==> src/hw/rtl/spq_pkg.sv <==
// Package for the sorted priority queue: field widths, operation and status
// codes, cell shift modes and the structs passed from control to the cells.
// No dependencies.
`default_nettype none

package spq_pkg;

  localparam int FUNC_W   = 2;
  localparam int STATE_W  = 16;
  localparam int COST_W   = 32;
  localparam int STATUS_W = 2;

  localparam int DEF_CAPACITY   = 64;
  localparam int DEF_STATE_BITS = 16;
  localparam int DEF_COUNT_W    = $clog2(DEF_CAPACITY + 1);

  localparam logic [FUNC_W-1:0] FUNC_PUSH   = 2'd0;
  localparam logic [FUNC_W-1:0] FUNC_POP    = 2'd1;
  localparam logic [FUNC_W-1:0] FUNC_UPDATE = 2'd2;
  localparam logic [FUNC_W-1:0] FUNC_FIND   = 2'd3;

  localparam logic [STATUS_W-1:0] STATUS_OK      = 2'd0;
  localparam logic [STATUS_W-1:0] STATUS_EMPTY   = 2'd1;
  localparam logic [STATUS_W-1:0] STATUS_FULL    = 2'd2;
  localparam logic [STATUS_W-1:0] STATUS_MISSING = 2'd3;

  // shift modes applied to every cell in the update cycle
  localparam int MODE_W = 3;
  localparam logic [MODE_W-1:0] MODE_KEEP = 3'd0;
  localparam logic [MODE_W-1:0] MODE_INS  = 3'd1;  // insert at p, shift up above p
  localparam logic [MODE_W-1:0] MODE_POP  = 3'd2;  // everything moves down one
  localparam logic [MODE_W-1:0] MODE_FWD  = 3'd3;  // move entry q down to p (p < q)
  localparam logic [MODE_W-1:0] MODE_BACK = 3'd4;  // move entry q up to p-1 (p > q)

  typedef struct packed {
    logic [MODE_W-1:0] mode;
    logic [COST_W-1:0] key_cost;
  } cell_ctl_t;

  typedef struct packed {
    logic ge_p;        // slot index >= p
    logic gt_p;        // slot index >  p
    logic ge_p_right;  // slot index + 1 >= p
    logic ge_q;        // slot index >= q
    logic gt_q;        // slot index >  q
  } cell_flags_t;

endpackage

`default_nettype wire

==> src/hw/rtl/spq_cell.sv <==
// One slot of the sorted queue: holds a (state, cost) entry, compares it with
// the key and takes its own, its neighbours' or the new entry. Uses spq_pkg.
`default_nettype none

module spq_cell import spq_pkg::*; #(
  parameter int STATE_BITS = DEF_STATE_BITS
) (
  input  wire logic                  clk,
  input  wire logic                  cmp_en,
  input  wire logic                  upd_en,
  input  wire cell_ctl_t             ctl,
  input  wire cell_flags_t           flags,
  input  wire logic [STATE_BITS-1:0] key_state,
  input  wire logic [STATE_BITS-1:0] left_state,
  input  wire logic [COST_W-1:0]     left_cost,
  input  wire logic [STATE_BITS-1:0] right_state,
  input  wire logic [COST_W-1:0]     right_cost,
  output logic      [STATE_BITS-1:0] state,
  output logic      [COST_W-1:0]     cost,
  output logic                       ge_hit,
  output logic                       eq_hit
);

  logic take_new;
  logic take_left;
  logic take_right;

  always_comb begin
    take_new   = 1'b0;
    take_left  = 1'b0;
    take_right = 1'b0;
    case (ctl.mode)
      MODE_INS: begin
        take_new  = flags.ge_p & ~flags.gt_p;
        take_left = flags.gt_p;
      end
      MODE_POP: begin
        take_right = 1'b1;
      end
      MODE_FWD: begin
        take_new  = flags.ge_p & ~flags.gt_p;
        take_left = flags.gt_p & ~flags.gt_q;
      end
      MODE_BACK: begin
        take_new   = flags.ge_p_right & ~flags.ge_p;
        take_right = flags.ge_q & ~flags.ge_p_right;
      end
      default: begin
      end
    endcase
  end

  always_ff @(posedge clk) begin
    if (cmp_en) begin
      ge_hit <= (cost >= ctl.key_cost);
      eq_hit <= (state == key_state);
    end
    if (upd_en) begin
      if (take_new) begin
        state <= key_state;
        cost  <= ctl.key_cost;
      end else if (take_left) begin
        state <= left_state;
        cost  <= left_cost;
      end else if (take_right) begin
        state <= right_state;
        cost  <= right_cost;
      end
    end
  end

endmodule

`default_nettype wire

==> config.mk <==
export PLATFORM = sky130hd
export DESIGN_NAME = spq_cell
export DESIGN_NICKNAME = d
export VERILOG_FILES = /design/src/hw/rtl/spq_pkg.sv /design/src/hw/rtl/spq_cell.sv
export SDC_FILE = /design/constraint.sdc
export NUM_CORES = 1
export LEC_CHECK = 0
export BUFFER_PORTS_ARGS = -buffer_cell sky130_fd_sc_hd__buf_2
export CORE_AREA = 10 10 100 102
export CTS_CLUSTER_SIZE = 16
export DETAILED_ROUTE_END_ITERATION = 7
export DIE_AREA = 0 0 110 112
export PLACE_DENSITY = 0.87
export SYNTH_ARGS = -nofsm -noshare
export SYNTH_HDL_FRONTEND = slang
export SYNTH_SLANG_ARGS = --single-unit
export TNS_END_PERCENT = 50
==> constraint.sdc <==
create_clock -name clk -period 2.95 [get_ports clk]
set_input_delay 0 -clock clk [delete_from_list [all_inputs] [get_ports clk]]
set_output_delay 0 -clock clk [all_outputs]
set_load 0.03 [all_outputs]
==> run metrics, run 1 <==
Crit path arrival time=2.12 ns; Final nets=733; Die X=110 um; most frequent cells in the layout=204 x buf_2, 54 x a21oi_1, 52 x nor2_1; Slew Limit Headroom=24.6%; CTS Sinks=50; # rows=33; vias in the first global route=3546; via/cell ratio=4.96; die height=112 um; Setup Total Neg Slack=0 ns; cts bufs inserted=5; Final Hold Fails=0; clock skew=0.00667 ns; Max Fclk=481 MHz; n_diodes=0; Util after Layout=58.6%; Worst-path clk slew=0.09 ns; Multi-input gate area=1840 um^2; DRT Pass-1 Iters=4; ANT nets after route=0; status=finished, final reports clean; # IOs=205; Worst Path Required=2.99 ns; routed wire length per instance=16.2 um; Fillers=713; drt total wl=10600 um; peak supply drop=0.172 mV; Synth Instances=348; power density cells=391 nW/um^2; mean post-synth cell area=10.2 um^2; TritonCTS clock tree=done; post-route insts no fill=652; crit path time final=2.08 ns; core footprint=8050 um^2; HPWL after DPL=8880 um; H-tree Lvls=2; Initial Util=44.2%; Final Max Tran Viols=0; Post-Syn Area=3560 um^2; crit path max fanout=2; endpoints failing setup=0; GP Congestion=0.895; Max Cap Violations=0; cell total after placement=643; GRT Util Overall=16.2%; CTS resizes=0; clk_lat worst skew=0.30 ns; Hold Path Class=in -> reg; Post-Syn Nets=535; Seq/Total Area, Yosys=42.2%; crit end category=register; root buffer cell=clkbuf_8; largest net degree at the start of global routing=97; post-synth cell types=36; first-pass GRT wire length=16300 um; drt drc=0; critical path class=reg -> reg; total die area=12300 um^2; area grow syn2layout=32.7%; FF+latch count, synth=50; share of cells above drive strength 1=40.0%; startpoint types=register; Worst-Margin Slew=1.13 ns; clock buffer depth=2; GRT overflow=0; RSZ-0062 raised after global routing=false; Port Buffers=204; DR vias=3237; most common cell after layout, fill and taps aside=buf_2; Final Cycle Share=70.4%; Initial DRC Count=114; register area=1500 um^2; initial antenna violation count=1; LEAKAGE=2.54 nW; YS warnings=0
## Yosys cell counts (all sizes together)
| master | instances | share of area, % |
|---|---|---|
| a2111oi | 1 | 0.42 |
| a211o | 1 | 0.25 |
| a211oi | 2 | 0.42 |
| a21o | 4 | 0.84 |
| a21oi | 56 | 8.1 |
| a221o | 1 | 0.28 |
| a221oi | 1 | 0.25 |
| a311oi | 1 | 0.25 |
| and2 | 1 | 0.18 |
| and3 | 1 | 0.18 |
| and4 | 2 | 0.49 |
| buf | 15 | 3.1 |
| clkbuf | 1 | 0.11 |
| edfxtp | 50 | 42 |
| ha | 32 | 11 |
| inv | 32 | 3.4 |
| mux2i | 49 | 14 |
| nand2 | 3 | 0.32 |
| nand2b | 1 | 0.18 |
| nand3 | 6 | 0.99 |
| nand3b | 1 | 0.21 |
| nand4 | 8 | 1.4 |
| nor2 | 52 | 5.5 |
| nor2b | 2 | 0.42 |
| nor3b | 1 | 0.21 |
| nor4 | 1 | 0.18 |
| o211ai | 2 | 0.42 |
| o21a | 1 | 0.21 |
| o21ai | 4 | 0.56 |
| xnor2 | 16 | 3.9 |
## sequential cells by signal, indices dropped and copies added, names as in the netlist
name,count
cost,32
state,16
eq_hit,1
ge_hit,1
## timing repair
action,in CTS,in global routing
setup buffers,0,0
hold buffers,1,0
hold endpoints to repair,2,0
## through the flow
step	area, um^2	total power [mW]	hold slack [ns]	setup slack (ns)
5_1_grt	4720	1.95	0.0354	0.741
3_5_place_dp	4630	1.48	0.251	0.870
2_1_floorplan	3560	1.26	0.112	0.690
3_3_place_gp	4630	1.46	0.249	0.965
4_1_cts	4720	1.87	0.0356	0.861
6_report	4720	1.85	0.0424	0.873
## metal layers
layer	global-route usage, %	share of wire, %	up-vias
li1	-	-	1651
met1	16.5	36	1442
met2	30.1	52	130
met3	5.65	11	12
met4	4.08	1.3	2
met5	0	0.13	-
## kinds of logic (layout without fill, tap and decap cells)
group	count (synthesis)	after routing	synth area share [%]
xor+xnor	16	16	3.94
compound gates	74	74	12.0
fa+ha+maj	32	32	11.3
flops	50	50	42.2
mux	49	49	13.8
buf+inv	48	247	6.54
simple gates	79	79	10.2
## worst paths after layout
check | cells past startpoint | start | to | slack (ns)
min | 3 | ctl[29] | cost[29] | 0.04
max | 6 | cost[5] | ge_hit | 0.87
min reg2reg | 3 | state[10] | eq_hit | 0.75
max reg2reg | 6 | cost[5] | ge_hit | 0.87
## critical path, stage by stage, from the launching register on
cell and delay (ns):
edfxtp_1 0.39, ha_1 0.30, a21o_1 0.18, a221oi_1 0.27, o21ai_0 0.17, a311oi_1 0.39
o21ai_1 0.12
## power by group
group / total (mW) / internal, mW / switching (mW)
sequential: 0.891 / 0.860 / 0.0310
clock: 0.384 / 0.164 / 0.220
combinational: 0.571 / 0.240 / 0.331
total: 1.85 / 1.26 / 0.582
## cell type report
type | count | share of cell area (%)
clock buffer | 6 | 1.54
clock inverter | 2 | 0.186
multi-input combinational | 250 | 39.0
timing repair buffer | 207 | 22.2
inverter | 32 | 2.55
tap | 105 | 2.78
sequential | 50 | 31.8
Note: power is estimated with default switching activity, not from simulation.
==> run 2: changes to the inputs <==
Settings changed: CORE_AREA 10 10 100 102 to 10 10 106 108, DIE_AREA 0 0 110 112 to 0 0 116 118, PLACE_DENSITY 0.87 to 0.81.
Clock period 2.95 ns to 1.8 ns, I/O delays scaled along.
==> run 2 against run 1 <==
Net effect: the run now ends with negative setup slack left; clock skew is 0.0022 ns higher; maximum frequency is 8.3% higher; die area is 11% higher; register-to-register slack worse by 0.99 ns; power is 72% higher; cell count is 3.1% higher; setup slack worse by 0.99 ns; sequential share of layout area is 2.1 points lower; clock power is 72% higher; routed wire length is 7.8% higher; sequential power is 64% higher; largest power group unchanged.
==> run metrics, run 2 (synthesized netlist as in run 1, its figures left out) <==
Hold Path Depth=3 (unchanged); Util after Layout=55.4% (-3.2 points); Largest regs=cost: 32 flops, state: 16 flops; reg2reg end=ge_hit; share of cells above drive strength 1=44.7% (+4.7 points); FF-to-FF path depth=7 (+1); CTS Sinks=50 (unchanged); Max Fclk=521 MHz (+8.3%); failing checks=negative setup slack; root buffer cell=clkbuf_8; Initial Util=39.0% (-5.1 points); crit end category=register; post-route insts no fill=672 (+3.1%); reg-to-reg startpoint=cost[13]; core footprint=9110 um^2 (+13%); endpoints failing setup=1 (+1); reg2reg setup slack=-0.12 ns (-0.99 ns); peak supply drop=0.316 mV (+84%); Final nets=747 (+1.9%); Post-DP Area=4770 um^2 (+3.2%); crit path time final=1.92 ns (-0.159 ns); clk_lat worst skew=0.30 ns (about the same); cts bufs inserted=5 (unchanged); Die X=116 um (+5.5%); drt drc=0 (unchanged); Final Hold Fails=0 (unchanged); crit path max fanout=2 (unchanged); routed wire length per instance=17.0 um (+4.5%); most frequent cells in the layout=204 x buf_2, 54 x a21oi_1, 52 x nor2_1; Worst Setup SP=cost[13]; first-pass GRT wire length=18200 um (+11%); die height=118 um (+5.4%); status=complete, but fails checks; area grow syn2layout=41.9%; Worst Path Required=1.86 ns (-1.13 ns); # IOs=205 (unchanged); DRT Pass-1 Iters=4 (unchanged); final worst setup slack=-0.118 ns (-0.991 ns); Max Cap Violations=0 (unchanged); largest register by flop count=cost; Port Buffers=204 (unchanged); startpoint types=register; initial antenna violation count=1 (unchanged); Hold Path Class=in -> reg; largest net degree at the start of global routing=59 (-39%); Final Cycle Share=107% (+36 points); via/cell ratio=4.96 (-0.19%); Crit path arrival time=1.98 ns (-0.14 ns); cell total after placement=661 (+2.8%); vias in the first global route=3768 (+6.3%); clock buffer depth=2 (unchanged); RSZ-0062 raised after global routing=true; GRT Util Overall=16.3% (+0.093 points); total die area=13700 um^2 (+11%); LEAKAGE=2.64 nW (+3.8%); hold_sp=ctl[20]; HPWL after DPL=9490 um (+6.9%); H-tree Lvls=2 (unchanged); Worst-Margin Slew=0.541 ns (-0.590 ns); most common cell after layout, fill and taps aside=buf_2; # rows=35 (+6.1%); n_diodes=0 (unchanged); hold endpoint=cost[20]; drt total wl=11400 um (+7.8%); GP Congestion=0.831 (-7.1%); Final Max Tran Viols=0 (unchanged); power density cells=629 nW/um^2 (+61%); clock skew=0.00891 ns (+0.00224 ns); Power Total=3.18 mW (+72%); GRT overflow=0 (unchanged); TritonCTS clock tree=done; ANT nets after route=0 (unchanged); Largest register FFs=32 (unchanged); Finished Cell Area=5050 um^2 (+7.0%); Worst-path clk slew=0.10 ns (about the same); critical path class=reg -> reg; DR vias=3330 (+2.9%); Slew Limit Headroom=63.6% (+39 points); Initial DRC Count=125 (+9.6%)
-- run 2: cell types whose count changed in the layout (fill, tap and decap cells not counted), moves of 2 or more --
cell / before / now
a211oi_2: 0 / 2
o21ai_0: 2 / 0
buf_4: 2 / 12
o21ai_2: 0 / 2
a211oi_1: 2 / 0
ha_1: 32 / 23
buf_12: 0 / 4
ha_4: 0 / 9
-- run 2: power breakdown --
group / internal, mW / switching (mW)
Sequential: 1.41 / 0.0579
Combinational: 0.469 / 0.581
Clock: 0.268 / 0.394
Total: 2.14 / 1.03
-- run 2: what timing repair did --
action | 4_1_cts | 5_1_grt
resized for setup | 10 | 10
buffers inserted | 1 | 1
hold buffers | 1 | 0
hold endpoints to repair | 2 | 0
endpoints found under the setup margin | 1 | 1
pin swaps | 2 | 4
-- run 2: worst max-delay path by stage --
stage	end	slack, ns
after global routing	ge_hit	-0.17
after global placement	ge_hit	-0.20
final	ge_hit	-0.12
after CTS	ge_hit	-0.15
after floorplan	ge_hit	-0.28
after detailed placement	ge_hit	-0.39
-- run 2: area by class of cell --
cell class | instances | area, um^2
Clock buffer | 5 | 68.8
Clock inverter | 3 | 16.3
Fill cell | 820 | 4060
Inverter | 32 | 120
Multi-Input combinational cell | 250 | 2000
Sequential cell | 50 | 1500
Tap cell | 111 | 139
Timing Repair Buffer | 221 | 1200
-- run 2: per-layer routing --
| metal | vias up | track usage, % | routed length, um |
|---|---|---|---|
| li1 | 1680 | - | - |
| met1 | 1496 | 16.2 | 4210 |
| met2 | 142 | 30.7 | 6010 |
| met3 | 12 | 5.81 | 1040 |
| met4 | 0 | 3.76 | 146 |
| met5 | - | 0 | 0 |
-- run 2: worst max-delay path: stages, from the launching register on --
cell and delay [ns]:
edfxtp_1 0.44, ha_4 0.24, a211oi_2 0.19, nor2_1 0.07
a211o_1 0.28, a311oi_2 0.24, buf_4 0.16, o21ai_2 0.05
-- run 2: through the flow --
stage	TNS (ns)	hold slack [ns]	setup WS, ns
floorplan	-0.281	0.112	-0.281
finish	-0.118	0.0378	-0.118
CTS	-0.150	0.0236	-0.150
global placement	-0.205	0.248	-0.205
detailed placement	-0.394	0.243	-0.394
global route	-0.171	0.0313	-0.171
